## config.mk

```make
export PLATFORM = sky130hd
export DESIGN_NAME = var_isqrt
export DESIGN_NICKNAME = d
export VERILOG_FILES = /design/src/sv/var_pkg.sv /design/src/sv/var_isqrt.sv
export SDC_FILE = /design/constraint.sdc
export NUM_CORES = 2
export LEC_CHECK = 0
export BUFFER_PORTS_ARGS = -buffer_cell sky130_fd_sc_hd__clkbuf_2
export CAP_MARGIN = 10
export CORE_UTILIZATION = 57
export DETAILED_ROUTE_END_ITERATION = 6
export GPL_ROUTABILITY_DRIVEN = 0
export PLACE_DENSITY = 0.76
export SLEW_MARGIN = 30
export SYNTH_ARGS = -nofsm -noshare
export SYNTH_HDL_FRONTEND = slang
export SYNTH_SLANG_ARGS = --single-unit
```

## constraint.sdc

```tcl
create_clock -name i_clk -period 3.35 [get_ports i_clk]
set_input_delay 0.335 -clock i_clk [delete_from_list [all_inputs] [get_ports i_clk]]
set_output_delay 0.335 -clock i_clk [all_outputs]
set_load 0.1 [all_outputs]
```

## src/sv/var_pkg.sv

```systemverilog
// shared widths, status codes and helpers for the vector alignment rotation block
package var_pkg;

    localparam int IN_WIDTH  = 16;
    localparam int FRAC_BITS = 14;
    localparam int OUT_W     = 16;
    localparam int ST_W      = 2;

    // prescaled vectors keep their largest magnitude in [2^NRM, 2^(NRM+1))
    localparam int NRM    = 13;
    localparam int CW     = NRM + 2;
    localparam int POS_W  = $clog2(IN_WIDTH);
    localparam int SH_W   = IN_WIDTH + NRM;

    localparam int PR_W   = 2 * CW;
    localparam int SQ_W   = 2 * NRM + 4;
    localparam int DT_W   = 2 * NRM + 5;
    localparam int WC_W   = 2 * NRM + 4;
    localparam int PQ_W   = 2 * SQ_W;
    localparam int S_W    = SQ_W;
    localparam int T_W    = S_W + 2;
    localparam int M_W    = S_W + T_W - 1;
    localparam int WT_W   = WC_W + T_W;
    localparam int WW_W   = 2 * WC_W;
    localparam int NUM_W  = DT_W + T_W;
    localparam int R_W    = M_W + 1;
    localparam int Q_W    = FRAC_BITS + 2;

    localparam int ISQ_LAT = S_W;
    localparam int DIV_LAT = FRAC_BITS + 4;
    localparam int LAT     = 6 + ISQ_LAT + 3 + DIV_LAT + 1;

    localparam logic signed [OUT_W-1:0] ONE_OUT = OUT_W'(1 << FRAC_BITS);

    typedef enum logic [ST_W-1:0] {
        ST_OK       = 2'd0,
        ST_ZERO     = 2'd1,
        ST_SAME     = 2'd2,
        ST_OPPOSITE = 2'd3
    } t_status;

    typedef struct packed {
        logic zero;
        logic near;
        logic dneg;
        logic tneg;
    } t_flag;

    function automatic logic [POS_W-1:0] lead_pos(input logic [IN_WIDTH-1:0] v);
        logic [POS_W-1:0] p;
        p = '0;
        for (int i = 0; i < IN_WIDTH; i++) begin
            if (v[i]) begin
                p = POS_W'(i);
            end
        end
        return p;
    endfunction

endpackage

```

## src/sv/var_isqrt.sv

```systemverilog
// pipelined integer square root, one result bit per stage
module var_isqrt (
    input  logic                        i_clk,
    input  logic                        i_en,
    input  logic [var_pkg::PQ_W-1:0]    i_x,
    output logic [var_pkg::S_W-1:0]     o_root
);
    import var_pkg::*;

    localparam int RM_W = S_W + 2;

    logic [RM_W-1:0] r_rem  [S_W-1];
    logic [PQ_W-1:0] r_x    [S_W-1];
    logic [S_W-1:0]  r_root [S_W];

    for (genvar k = 0; k < S_W; k++) begin : g_stage
        logic [RM_W-1:0] w_rin;
        logic [RM_W-1:0] w_rs;
        logic [RM_W-1:0] w_t;
        logic [S_W-1:0]  w_qin;
        logic [PQ_W-1:0] w_xin;
        logic            w_ge;
        logic [RM_W-1:0] n_rem;
        logic [S_W-1:0]  n_root;

        if (k == 0) begin : g_first
            assign w_rin = '0;
            assign w_qin = '0;
            assign w_xin = i_x;
        end else begin : g_next
            assign w_rin = r_rem[k-1];
            assign w_qin = r_root[k-1];
            assign w_xin = r_x[k-1];
        end

        // bring down the next bit pair and try root*4+1
        assign w_rs   = {w_rin[RM_W-3:0], w_xin[2*(S_W-1-k) +: 2]};
        assign w_t    = {w_qin, 2'b01};
        assign w_ge   = (w_rs >= w_t);
        assign n_rem  = w_ge ? (w_rs - w_t) : w_rs;
        assign n_root = {w_qin[S_W-2:0], w_ge};

        always_ff @(posedge i_clk) begin
            if (i_en) begin
                r_root[k] <= n_root;
            end
        end

        if (k < S_W - 1) begin : g_carry
            always_ff @(posedge i_clk) begin
                if (i_en) begin
                    r_rem[k] <= n_rem;
                    r_x[k]   <= w_xin;
                end
            end
        end
    end

    assign o_root = r_root[S_W-1];

endmodule

```

# [After elaboration in Yosys (flattened, before gate mapping)]
# Memory sizes are Yosys's and may differ from the RTL's.
# Index checks and enable logic that the tools add are counted.
# Widths: inputs -> output; s select.
[classes] magnitude_cmp=30 n_mux=31 add_sub_neg=29
[ops] cell="$ge 32x32->1" count=29
[ops] cell="$mux 32" count=29
[ops] cell="$sub 32x32->32" count=28
[ops] cell="$sub 2x1->3 const B" count=1
[ops] cell="$ge 2x1->1 const B" count=1
[ops] cell="$mux 1" count=2
[totals] mem_bits_rw=3568 word_cells=93 ff_bits=0 output_inout_bits=30 n_memories=3
[mem_list] name="r_x" depth=29 word_bits=60 rd=29 rd_clocked_by_memory_dff=0 wr=29 line="var_isqrt.sv:13" rtl="logic [PQ_W-1:0] r_x [S_W-1];"
[mem_list] name="r_rem" depth=29 word_bits=32 rd=29 rd_clocked_by_memory_dff=0 wr=29 line="var_isqrt.sv:12" rtl="logic [RM_W-1:0] r_rem [S_W-1];"
[mem_list] name="r_root" depth=30 word_bits=30 rd=30 rd_clocked_by_memory_dff=0 wr=30 line="var_isqrt.sv:14" rtl="logic [S_W-1:0] r_root [S_W];"

# [Longest topological paths before layout]
# An unclocked memory read counts as a cell.
[logic_depth] depth_word=3 ltp_mapped=14 mapped_depth_nobuf=12

# [Worst setup path after synthesis]
# No wires, ideal clock.
[synth_timing] kind="register -> register" startpoint="mem r_rem[0][330] (netlist bit)" endpoint="mem r_rem[0][375] (netlist bit) (data pin)" synth_period_minus_slack_ns=3.344 setup_time_ns=0.258 arrival_ns=3.086 path_stages_with_launch=13 setup_slack_ns=0.006 path_cell_list="edfxtp_1 -> ha_1 -> clkbuf_1 -> nand4_1 -> or2_2 -> o2111ai_1 -> a31oi_1 -> o211ai_2 -> o2111ai_4 -> or3_1 -> buf_2 -> or4_4 -> xnor2_2"
[synth_lines] item="start, declared" line="var_isqrt.sv:12"

==> out/metrics.yaml <==
synth:
  synth_largest_area_cell: "edfxtp_1"
  synthTopCellsByArea: "edfxtp_1, ha_1, xnor2_1, xor2_1, a21oi_1"
  synth.top_cells.by_count: "edfxtp_1, inv_1, nand2_1, ha_1, a21oi_1"
  yosysTopAreaCellShare_pct: 64.7
  ys_types: 85
  yosysMostFrequentCell: "edfxtp_1"
  synth_area_per_cell_um2: 13.0
  synthArstFlopShare_pct: 0
  yosys_warnings: 0
  syn_area_um2: 100000
  syn_nets: 8276
  synth_cells: 7717
  ys_ff_latch: 2163
  synth-edff-count: 2163
  synth-seq-area-share_pct: 64.7
  yosys_most_used_dff: "edfxtp_1"
route:
  viasPerCell: 5.75
  drc_errors: 1
  ant_nets: 0
  firstDrtPassIters: 7
  vias: 61302
  initialDrtViolationCount: 4641
  wl_per_cell_um: 18.3
  finalWirelength_um: 195000
clocking:
  cts_tree: "done"
  clockBufferDepth: 3
  cts.sinks: 2163
  clock_latency_ps: 850
  cts-buffers-inserted: 213
  clk_pin_slew_worst_paths_ps: 60
  root_buffer: "clkbuf_16"
  htreeDepth: 4
floorplan:
  dieWidth_um: 422
  core_um2: 174000
  fp-row-count: 153
  die_area_um2: 178000
  start_util_pct: 57.6
  die_y_um: 422
  io_pins: 92
worst_hold_path:
  min_path_type: "in -> reg"
  hold_path_depth: 2
  min_from: "i_x[25]"
status:
  violations: "design-rule violations"
  status: "complete, but fails checks"
placed_design:
  port_buffers: 91
  post-place-cells: 10197
  dp_hpwl_um: 138000
critical_path:
  required_ps: 3950
  crit_type: "reg -> reg"
  slowest_delay_ps: 460
  cp-start-kind: "register"
  rrSetupSlack_ps: 60
  path_cells: "inv_1 -> ha_1 -> nand4_1 -> or3_4 -> o2111ai_2 -> a31oi_1 -> o211ai_2 -> o2111ai_4 -> or3_1 -> or4_4 -> xnor2_2"
  cp-startpoint: "r_root[0][305]"
  crit_path_end_kind: "register"
  r2r-end: "r_rem[0][375]"
  cp_max_fo: 4
  arrival_ps: 3890
  crit_slowest_cell: "or3_4"
  reg2regPathDepth: 11
  reg2reg_from: "r_root[0][305]"
  cp-endpoint: "r_rem[0][375]"
timing:
  slew_violations: 0
  setup_tns_ps: 0
  fin_skew_ps: 50.7
  max_slew_margin_pct: 48.2
  min_period_ps: 3290
  worst_pin_slew_ps: 758
  finalHoldViolations: 0
  fmax_ghz: 0.304
  finalSetupViolations: 0
  timing.final.crit_share_pct: 98.1
final_layout:
  antennaDiodeCount: 0
  drive_above_1_share_pct: 10.2
  nets: 8724
  nFillCells: 12332
  seq_area_um2: 65000
  multiInputGateArea_um2: 33000
  layout.cells.non_filler: 10670
  syn2layout_area_growth_pct: 13.3
global_routing:
  first_global_vias: 60174
  grt.total_usage_pct: 21.7
  grt_max_degree: 134
  gr-total-overflow: 0
  antenna_found_initial: 0
  grt_pass1_wl_um: 311000
power_and_ir_drop:
  p_leak_uw: 0.0441
  ir_drop_mv: 0.538
  power_density_nw_per_um2: 681
job:
  cap_viol_max_count: 0
==> metrics by stage <==
step / power (uW) / hold slack [ps] / setup WS, ps / area [um^2] / util, %
floorplan: 48100 / 400 / 6.21 / 100000 / -
global placement: 52600 / 400 / -11.3 / 105000 / 60.4
detailed placement: 53300 / 405 / -72.0 / 105000 / 60.4
CTS: 77600 / 128 / -9.09 / 113000 / 64.9
global route: 81100 / 158 / -85.4 / 114000 / 65.2
finish: 77500 / 206 / 64.2 / 114000 / 65.2
==> worst min-delay path by stage <==
stage | endpoint
floorplan | r_x[0][100]
global placement | r_x[1][2]
detailed placement | r_x[0][145]
CTS | r_x[0][23]
global route | r_x[0][34]
finish | r_x[0][25]
==> state kept, by name, indices dropped and copies added (netlist names) <==
| register | cells |
|---|---|
| r_x | 870 |
| r_rem | 828 |
| r_root | 465 |
==> area by class of cell <==
cell class / instances / share of cell area, %
sequential: 2163 / 57.1
multi-input combinational: 4768 / 29.0
clock buffer: 251 / 4.83
timing repair buffer: 381 / 2.89
tap: 2325 / 2.56
inverter: 638 / 2.11
clock inverter: 144 / 1.44
==> critical path: cells and delay by family (launching register included) <==
| kind | cells | cell delay [ps] |
|---|---|---|
| buffers and inverters | 1 | 70 |
| XOR/XNOR | 1 | 140 |
| AO/OA/AOI/OAI | 4 | 590 |
| adder cells (fa/ha/maj) | 1 | 360 |
| flip-flops | 1 | 400 |
| AND/OR/NAND/NOR | 4 | 1490 |
==> what timing repair did <==
item,in CTS,in global routing
hold buffers,62,0
pin swaps,1,13
hold endpoints to repair,101,0
gates resized for setup,12,89
endpoints found under the setup margin,18,282
setup buffers,0,16
==> cells in the final DEF, fill, tap and decap left out, drive strengths merged, types with 23 or more instances in the layout <==
master and count:
edfxtp 2163, inv 644, nand2 531, ha 497, a21oi 480, nor2 430, o21ai 423, xnor2 341
clkbuf 341, xor2 339, buf 229, a21o 219, nor3 188, nand3 111, o21a 103, clkinv 97
nor4 94, or3 91, nand2b 87, nand4 74, mux2 74, nor2b 73, dlygate4sd3 62, o31ai 52
or4 52, o21bai 40, a211oi 40, and3 39, a31oi 39, or2 35, bufinv 27, o211ai 23
==> logic make-up (layout without fill, tap and decap cells) <==
group	after synthesis	in the layout	synth area share (%)
xor gates and xnor gates	680	680	5.94
muxes	85	85	0.940
AOI/OAI and AO/OA	1601	1601	9.94
buffers and inverters	786	1414	2.95
other	1	1	0.00374
adders and majority gates	497	497	6.19
DFF	2163	2163	64.7
and+or+nand+nor	1904	1904	9.34
==> per-layer routing <==
| layer | up-vias | global-route usage (%) | part of all wire (%) |
|---|---|---|---|
| li1 | 29511 | - | - |
| met1 | 29453 | 26.3 | 40 |
| met2 | 1800 | 38.4 | 51 |
| met3 | 538 | 2.98 | 4.4 |
| met4 | 0 | 9.82 | 4.4 |
| met5 | - | 0 | 0 |
==> report_power, final <==
part	switching [uW]	internal, uW	total (uW)
Combinational	9600	7240	16800
Sequential	2260	34300	36600
Clock	10200	13900	24100
Note: power is estimated with default switching activity, not from simulation.
