### config.mk
export PLATFORM = sky130hd
export DESIGN_NAME = var_fxdiv
export DESIGN_NICKNAME = d
export VERILOG_FILES = /design/src/sv/var_pkg.sv /design/src/sv/var_fxdiv.sv
export SDC_FILE = /design/constraint.sdc
export NUM_CORES = 2
export LEC_CHECK = 0
export ABC_CLOCK_PERIOD_IN_PS = 5700
export BUFFER_PORTS_ARGS = -buffer_cell sky130_fd_sc_hd__buf_2
export CELL_PAD_IN_SITES_DETAIL_PLACEMENT = 1
export CELL_PAD_IN_SITES_GLOBAL_PLACEMENT = 2
export CORE_MARGIN = 1.5
export CORE_UTILIZATION = 43
export CTS_CLUSTER_DIAMETER = 40
export DETAILED_ROUTE_END_ITERATION = 12
export MAX_ROUTING_LAYER = met4
export PLACE_DENSITY = 0.87
export SYNTH_ARGS = -nofsm -noshare
export SYNTH_HDL_FRONTEND = slang
export SYNTH_SLANG_ARGS = --single-unit
### constraint.sdc
create_clock -name i_clk -period 5.7 [get_ports i_clk]
set_input_delay 0.57 -clock i_clk [delete_from_list [all_inputs] [get_ports i_clk]]
set_output_delay 0.57 -clock i_clk [all_outputs]
set_load 0.05 [all_outputs]
### src/sv/var_pkg.sv
// shared widths, status codes and helpers for the vector alignment rotation block
package var_pkg;

    localparam int IN_WIDTH  = 16;
    localparam int FRAC_BITS = 14;
    localparam int OUT_W     = 16;
    localparam int ST_W      = 2;

    // prescaled vectors keep their largest magnitude in [2^NRM, 2^(NRM+1))
    localparam int NRM    = 13;
    localparam int CW     = NRM + 2;
    localparam int POS_W  = $clog2(IN_WIDTH);
    localparam int SH_W   = IN_WIDTH + NRM;

    localparam int PR_W   = 2 * CW;
    localparam int SQ_W   = 2 * NRM + 4;
    localparam int DT_W   = 2 * NRM + 5;
    localparam int WC_W   = 2 * NRM + 4;
    localparam int PQ_W   = 2 * SQ_W;
    localparam int S_W    = SQ_W;
    localparam int T_W    = S_W + 2;
    localparam int M_W    = S_W + T_W - 1;
    localparam int WT_W   = WC_W + T_W;
    localparam int WW_W   = 2 * WC_W;
    localparam int NUM_W  = DT_W + T_W;
    localparam int R_W    = M_W + 1;
    localparam int Q_W    = FRAC_BITS + 2;

    localparam int ISQ_LAT = S_W;
    localparam int DIV_LAT = FRAC_BITS + 4;
    localparam int LAT     = 6 + ISQ_LAT + 3 + DIV_LAT + 1;

    localparam logic signed [OUT_W-1:0] ONE_OUT = OUT_W'(1 << FRAC_BITS);

    typedef enum logic [ST_W-1:0] {
        ST_OK       = 2'd0,
        ST_ZERO     = 2'd1,
        ST_SAME     = 2'd2,
        ST_OPPOSITE = 2'd3
    } t_status;

    typedef struct packed {
        logic zero;
        logic near;
        logic dneg;
        logic tneg;
    } t_flag;

    function automatic logic [POS_W-1:0] lead_pos(input logic [IN_WIDTH-1:0] v);
        logic [POS_W-1:0] p;
        p = '0;
        for (int i = 0; i < IN_WIDTH; i++) begin
            if (v[i]) begin
                p = POS_W'(i);
            end
        end
        return p;
    endfunction

endpackage

### src/sv/var_fxdiv.sv
// pipelined fixed-point divider with rounding and saturation to plus or minus one
module var_fxdiv (
    input  logic                              i_clk,
    input  logic                              i_en,
    input  logic signed [var_pkg::NUM_W-1:0]  i_num,
    input  logic        [var_pkg::M_W-1:0]    i_den,
    output logic signed [var_pkg::OUT_W-1:0]  o_val
);
    import var_pkg::*;

    localparam int NF = FRAC_BITS + 1;
    localparam logic [Q_W-1:0] ONE_Q = Q_W'(1 << FRAC_BITS);

    // magnitude stage
    logic             r_neg_a;
    logic [NUM_W-1:0] r_mag_a;
    logic [M_W-1:0]   r_den_a;

    // integer bit stage
    logic             r_neg_b;
    logic             r_sat_b;
    logic [R_W-1:0]   r_rem_b;
    logic [Q_W-1:0]   r_quo_b;
    logic [M_W-1:0]   r_den_b;

    logic             n_sat;
    logic             n_int;
    logic [R_W-1:0]   n_rem;

    // fraction stages
    logic [R_W-1:0]   r_rem [NF-1];
    logic [M_W-1:0]   r_den [NF-1];
    logic [Q_W-1:0]   r_quo [NF];
    logic             r_sat [NF];
    logic             r_neg [NF];

    logic [Q_W-1:0]          n_rnd;
    logic [Q_W-1:0]          n_mag;
    logic signed [Q_W-1:0]   n_val;
    logic signed [OUT_W-1:0] r_out;

    always_ff @(posedge i_clk) begin
        if (i_en) begin
            r_neg_a <= i_num[NUM_W-1];
            r_mag_a <= i_num[NUM_W-1] ? $unsigned(-i_num) : $unsigned(i_num);
            r_den_a <= i_den;
        end
    end

    assign n_sat = (r_mag_a >= NUM_W'({r_den_a, 1'b0}));
    assign n_int = (r_mag_a >= NUM_W'(r_den_a));
    assign n_rem = n_int ? R_W'(r_mag_a - NUM_W'(r_den_a)) : R_W'(r_mag_a);

    always_ff @(posedge i_clk) begin
        if (i_en) begin
            r_neg_b <= r_neg_a;
            r_sat_b <= n_sat;
            r_rem_b <= n_rem;
            r_quo_b <= Q_W'(n_int);
            r_den_b <= r_den_a;
        end
    end

    for (genvar j = 0; j < NF; j++) begin : g_frac
        logic [R_W-1:0] w_rin;
        logic [M_W-1:0] w_den;
        logic [Q_W-1:0] w_qin;
        logic           w_sat;
        logic           w_neg;
        logic [R_W-1:0] w_rs;
        logic           w_ge;

        if (j == 0) begin : g_first
            assign w_rin = r_rem_b;
            assign w_den = r_den_b;
            assign w_qin = r_quo_b;
            assign w_sat = r_sat_b;
            assign w_neg = r_neg_b;
        end else begin : g_next
            assign w_rin = r_rem[j-1];
            assign w_den = r_den[j-1];
            assign w_qin = r_quo[j-1];
            assign w_sat = r_sat[j-1];
            assign w_neg = r_neg[j-1];
        end

        assign w_rs = {w_rin[R_W-2:0], 1'b0};
        assign w_ge = (w_rs >= R_W'(w_den));

        always_ff @(posedge i_clk) begin
            if (i_en) begin
                r_quo[j] <= {w_qin[Q_W-2:0], w_ge};
                r_sat[j] <= w_sat;
                r_neg[j] <= w_neg;
            end
        end

        if (j < NF - 1) begin : g_carry
            always_ff @(posedge i_clk) begin
                if (i_en) begin
                    r_rem[j] <= w_ge ? (w_rs - R_W'(w_den)) : w_rs;
                    r_den[j] <= w_den;
                end
            end
        end
    end

    // round half away from zero on the magnitude, then clamp to one
    always_comb begin
        n_rnd = Q_W'(({1'b0, r_quo[NF-1]} + (Q_W + 1)'(1)) >> 1);
        n_mag = (r_sat[NF-1] || (n_rnd > ONE_Q)) ? ONE_Q : n_rnd;
        n_val = r_neg[NF-1] ? -$signed(n_mag) : $signed(n_mag);
    end

    always_ff @(posedge i_clk) begin
        if (i_en) begin
            r_out <= OUT_W'(n_val);
        end
    end

    assign o_val = r_out;

endmodule

-- Word-level counts from Yosys, hierarchy flattened
Memories as Yosys holds them, arrays and structs flattened.
Cells that the tools add are included.
- equality and inequality tests: 0
- reductions and logical operators: 1
- mux-type cells: 20
- add/subtract/negate cells: 18
- shift operators: 0
- divide/modulo/power cells: 0
- $mul: 0
- order comparisons: 18
- bitwise logic cells: 0
- operator list (operator ; count):
    $ge 62x61->1 ; 15
    $mux 62 ; 15
    $sub 62x61->62 ; 14
    $ge 63x61->1 ; 1
    $ge 63x62->1 ; 1
    $neg 63->63 ; 1
    $mux 61 ; 1
    $sub 61x61->61 ; 1
    $mux 16 ; 2
    $add 16x1->17 const B ; 1
    $gt 16x15->1 const B ; 1
    $neg 16->16 ; 1
    $mux 1 ; 2
    $logic_or 1x1->1 ; 1
- latch bits: 0
- memory bits (writable): 1992
- output and inout bits: 16
- bits in registers: 266
- memories: 5
- logic and storage cells: 72
- ROM bits: 0
- input bits: 126
- memories (memory ; words ; width ; read ports ; clocked after memory_dff ; wr ports ; line ; source):
    r_rem ; 14 ; 62 ; 14 ; 0 ; 14 ; var_fxdiv.sv:31 ; logic [R_W-1:0] r_rem [NF-1];
    r_den ; 14 ; 61 ; 14 ; 0 ; 14 ; var_fxdiv.sv:32 ; logic [M_W-1:0] r_den [NF-1];
    r_quo ; 15 ; 16 ; 15 ; 0 ; 15 ; var_fxdiv.sv:33 ; logic [Q_W-1:0] r_quo [NF];
    r_neg ; 15 ; 1 ; 15 ; 0 ; 15 ; var_fxdiv.sv:35 ; logic r_neg [NF];
    r_sat ; 15 ; 1 ; 15 ; 0 ; 15 ; var_fxdiv.sv:34 ; logic r_sat [NF];

-- Longest topological paths before layout
An unclocked memory read counts as a cell.
- depth after elaboration: 7
- depth in mapped cells: 18
- gate-level depth less buffers: 16

-- Worst setup path before layout
No wires, ideal clock.
- kind: input port to flip-flop
- start point: input i_num[1] (netlist bit)
- end point: register r_mag_a[60] (data pin)
- arrival: 3.998 ns
- setup slack: 1.439 ns
- buffers on the path: 1
- cell stages on the path: 14
- data required time: 5.437 ns
- setup time: 0.263 ns
- path through: inv_1 ha_1 nand2b_1 or4_1 or2_1 or4_4 or4_4 or3_4 nand2b_4 buf_6 nand2b_4 or3_4 o41ai_2 xnor2_1
- word-level cells in the longest chain between the ends: 2
- RTL lines (item ; line ; source):
    from (decl) ; var_fxdiv.sv:5 ; input logic signed [var_pkg::NUM_W-1:0] i_num,
    $neg 63->63 ; var_fxdiv.sv:45 ; r_mag_a <= i_num[NUM_W-1] ? $unsigned(-i_num) : $unsigned(i_num);
    $mux 62 ; var_fxdiv.sv:45 ;
    to (signal assigned) ; var_fxdiv.sv:45 ;
    to (decl) ; var_fxdiv.sv:16 ; logic [NUM_W-1:0] r_mag_a;
No other way between the ends.
A chain may end at the register's enable or synchronous reset.

==> results.json <==
{
  "cts_max_path_buffers": 4,
  "critPathBufInv": 2,
  "cp_cell_sequence": "ha_1 > nand4_1 > nor3_1 > o311ai_0 > a21oi_1 > o21ai_0 > a31oi_1 > a21oi_1 > buf_4 > o31ai_1 > buf_4 > a21boi_0 > xnor2_1 > mux2_2",
  "status": "finished, final reports clean",
  "cts_tree": "done",
  "wire_per_inst_um": 22.46,
  "die_y_um": 563.1,
  "synthCells": 13340,
  "report.final.setup_viol": 0,
  "finalNonFillerCells": 18220,
  "startpoint_type": "register",
  "clock_skew_ns": 0.05907,
  "core_area_um2": 311900,
  "cp_max_fo": 7,
  "yosys_warnings": 0,
  "power_per_cell_area_nw_per_um2": 613.3,
  "drt_pass1_iterations": 7,
  "p_int_mw": 57.16,
  "grt_pass1_wl_um": 630000,
  "fin_crit_sh_pct": 94.82,
  "tns_ns": 0,
  "yosysSeqAreaShare_pct": 47.61,
  "die_x_um": 563.1,
  "ff2ff_setup_slack_ns": 0.30,
  "finalWirelength_um": 409100,
  "drtAntennaViolNets": 0,
  "fillers": 33870,
  "synth_seq_cells": 2139,
  "endpoint_kind": "register",
  "p_clk_share_pct": 24.3,
  "maxCapViolations": 0,
  "crit_arrival_ns": 6.05,
  "die-area_um2": 317100,
  "cpMaxStageDelayCell": "nor3_1",
  "yosysTopAreaCellShare_pct": 47.61,
  "critPathKind": "register to register",
  "dpl.hpwl_um": 327100,
  "worstHoldStart": "i_num[1]",
  "hold_viol_final": 0,
  "antenna_found_initial": 8,
  "leakage_nw": 64.29,
  "yosys.area.top_type": "edfxtp_1",
  "hold_path_end": "r_mag_a[1]",
  "combinationalPowerShare_pct": 47.8,
  "path_clk_slew_ns": 0.05,
  "clk_latency_ns": 0.95,
  "critPathRequiredTime_ns": 6.34,
  "dp.cells": 17360,
  "drive_gt1_share_pct": 9.604,
  "postSynthAreaPerCell_um2": 10.11,
  "power_mw": 95.52,
  "area_growth_pct": 15.46,
  "hold_path_class": "input port to register",
  "cp_top_family": "compound AO/OA/AOI/OAI gates",
  "cts_inserted_buffers": 390,
  "grt_usage_pct": 26.12,
  "seq_power_share_pct": 27.8,
  "ios": 142,
  "switching_share_pct": 40.17,
  "nNetsFinal": 14910,
  "synthDistinctLibCells": 84,
  "min_path_cells": 3,
  "start_util_pct": 43.25,
  "r2r-start": "r_rem[0][257]",
  "worstRegToRegCells": 14,
  "rows": 205,
  "synth_edf_count": 2139,
  "relSlewSlack_pct": 20.88,
  "drc": 0,
  "cts_sinks": 2139,
  "ir_drop_v": 0.0003353,
  "synth_nets": 14520,
  "drtIter0Drc": 5225,
  "htree_levels": 5,
  "cts_resized": 0,
  "rsz0062_at_grt": "no",
  "viasPerCell": 5.622,
  "root_buffer": "clkbuf_16",
  "synth_area_um2": 134900,
  "synth_area_leaders": "edfxtp_1 48%, ha_1 9.6%, a21oi_1 5.2%",
  "critPathMaxStageDelay_ns": 0.86,
  "synth_top_flop_cell": "edfxtp_1",
  "via_count": 102400,
  "p_sw_mw": 38.37,
  "async_reset_ff_share_pct": 0,
  "grt_max_degree": 156,
  "slew_viol_final": 0,
  "worstMarginPinSlew_ns": 1.174,
  "grt_pass1_vias": 112000,
  "post-route-min-period_ns": 5.405,
  "r2r_end": "r_rem[0][365]",
  "grt.overflow.total": 0,
  "gp_congestion": 1.033,
  "io_buffers": 141,
  "max_freq_mhz": 185.0
}
-- cells in the final DEF, fill, tap and decap left out, types with 35 or more instances in the layout --
cell,instances
o31ai_1,76
mux2_2,256
buf_4,176
nor3_1,131
and3_1,109
ha_1,1039
buf_2,140
nor2b_1,125
a31oi_1,97
bufinv_16,50
inv_1,1254
clkbuf_16,397
o21bai_1,195
a221oi_1,37
nand2_1,1065
dlygate4sd3_1,122
or3_1,47
edfxtp_1,2139
clkbuf_1,42
a211oi_1,81
inv_6,43
nand4_1,269
clkinv_1,43
o21ai_0,904
o211ai_1,69
and2_1,61
clkinv_2,40
nor2_1,914
nor4_1,59
o21a_1,109
xnor2_1,571
a21oi_1,1403
a21o_1,580
nand2b_1,143
xor2_1,331
clkinvlp_4,35
nand3_1,197
buf_12,35
clkinv_4,42
or2_2,36
-- layer usage --
metal / global-route usage, % / part of all wire [%] / vias to the layer above
met5: - / 0 / -
met4: 19.46 / 8.7 / 0
met3: 2.801 / 2.6 / 1108
met2: 48.72 / 53 / 1934
met1: 24.62 / 36 / 49750
li1: - / - / 49620
-- timing repair --
item	CTS	global route
hold buffers	122	0
hold endpoints to repair	123	0
buffers inserted	0	0
-- synthesized netlist by cell type, types with 37 or more instances --
library cell	n
edfxtp_1	2139
a21oi_1	1405
inv_1	1256
nand2_1	1065
ha_1	1039
nor2_1	914
o21ai_0	904
a21o_1	580
xnor2_1	571
clkbuf_1	444
xor2_1	331
nand4_1	269
mux2_2	256
nand3_1	197
o21bai_1	196
nand2b_1	143
nor3_1	132
nor2b_1	125
and3_1	109
o21a_1	109
a31oi_1	97
a211oi_1	81
o31ai_1	76
o211ai_1	69
nor4_1	63
and2_1	61
or3_1	47
a221oi_1	37
-- worst register-to-register path, cell delays in order, from the launching register on --
cell and delay, ns:
edfxtp_1 0.39, ha_1 0.44, nand4_1 0.19, nor3_1 0.86, o311ai_0 0.47, a21oi_1 0.40
o21ai_0 0.23, a31oi_1 0.59, a21oi_1 0.22, buf_4 0.22, o31ai_1 0.28, buf_4 0.20
a21boi_0 0.16, xnor2_1 0.17, mux2_2 0.28
-- layout make-up --
cell class | instances | area [um^2] | share of cell area [%]
Multi-Input combinational cell | 9473 | 64330 | 41.30
Sequential cell | 2139 | 64230 | 41.24
Tap cell | 4140 | 5180 | 3.326
Antenna cell | 22 | 55.05 | 0.03535
Inverter | 1256 | 4715 | 3.027
Timing Repair Buffer | 474 | 3959 | 2.542
Clock inverter | 275 | 3198 | 2.053
Clock buffer | 439 | 10090 | 6.479
-- flip-flops by register name (all words and copies together) (netlist names), 15 cells and up --
name / flops
r_den_a: 61
g_frac.w_den: 61
r_den: 854
o_val: 16
r_quo: 135
r_neg: 15
r_sat: 15
r_mag_a: 63
g_frac.w_rin: 61
r_rem: 854
-- through the flow --
step / area (um^2) / hold slack, ns / setup WS (ns) / util (%)
2_1_floorplan: 134900 / 0.4003 / 1.439 / -
3_3_place_gp: 141200 / 0.4009 / 0.3791 / 45.26
3_5_place_dp: 141200 / 0.4052 / 0.3510 / 45.27
4_1_cts: 155700 / 0.1075 / 0.3203 / 49.92
5_1_grt: 155800 / 0.1407 / 0.08764 / 49.94
6_report: 155800 / 0.1709 / 0.2955 / 49.94
-- power groups by stage --
stage                     combinational [mW]  clock, mW  sequential, mW
after floorplan                         32.2          0            25.5
after global placement                  44.0          0            26.7
after detailed placement                45.2          0            26.8
after CTS                               45.7       23.8            26.6
after global routing                    50.2       24.4            27.0
final                                   45.7       23.2            26.6
-- logic make-up after synthesis --
group,share of synthesized area (%)
AOI/OAI and AO/OA,18.03
xor gates and xnor gates,5.856
DFF,47.61
and+or+nand+nor,11.53
buffers and inverters,4.828
muxes,2.285
adders and majority gates,9.859
-- worst max path at each step --
stage,start,to,slack [ns],cells after the start
final,r_rem[0][257],r_rem[0][365],0.30,14
after global routing,r_rem[0][257],r_rem[0][365],0.09,14
after CTS,r_rem[0][257],r_rem[0][365],0.32,14
after detailed placement,r_rem[0][257],r_rem[0][365],0.35,14
after global placement,r_rem[0][257],r_rem[0][365],0.38,14
after floorplan,i_num[1],r_mag_a[60],1.44,14
No activity file was read; power rests on OpenSTA's default activity.
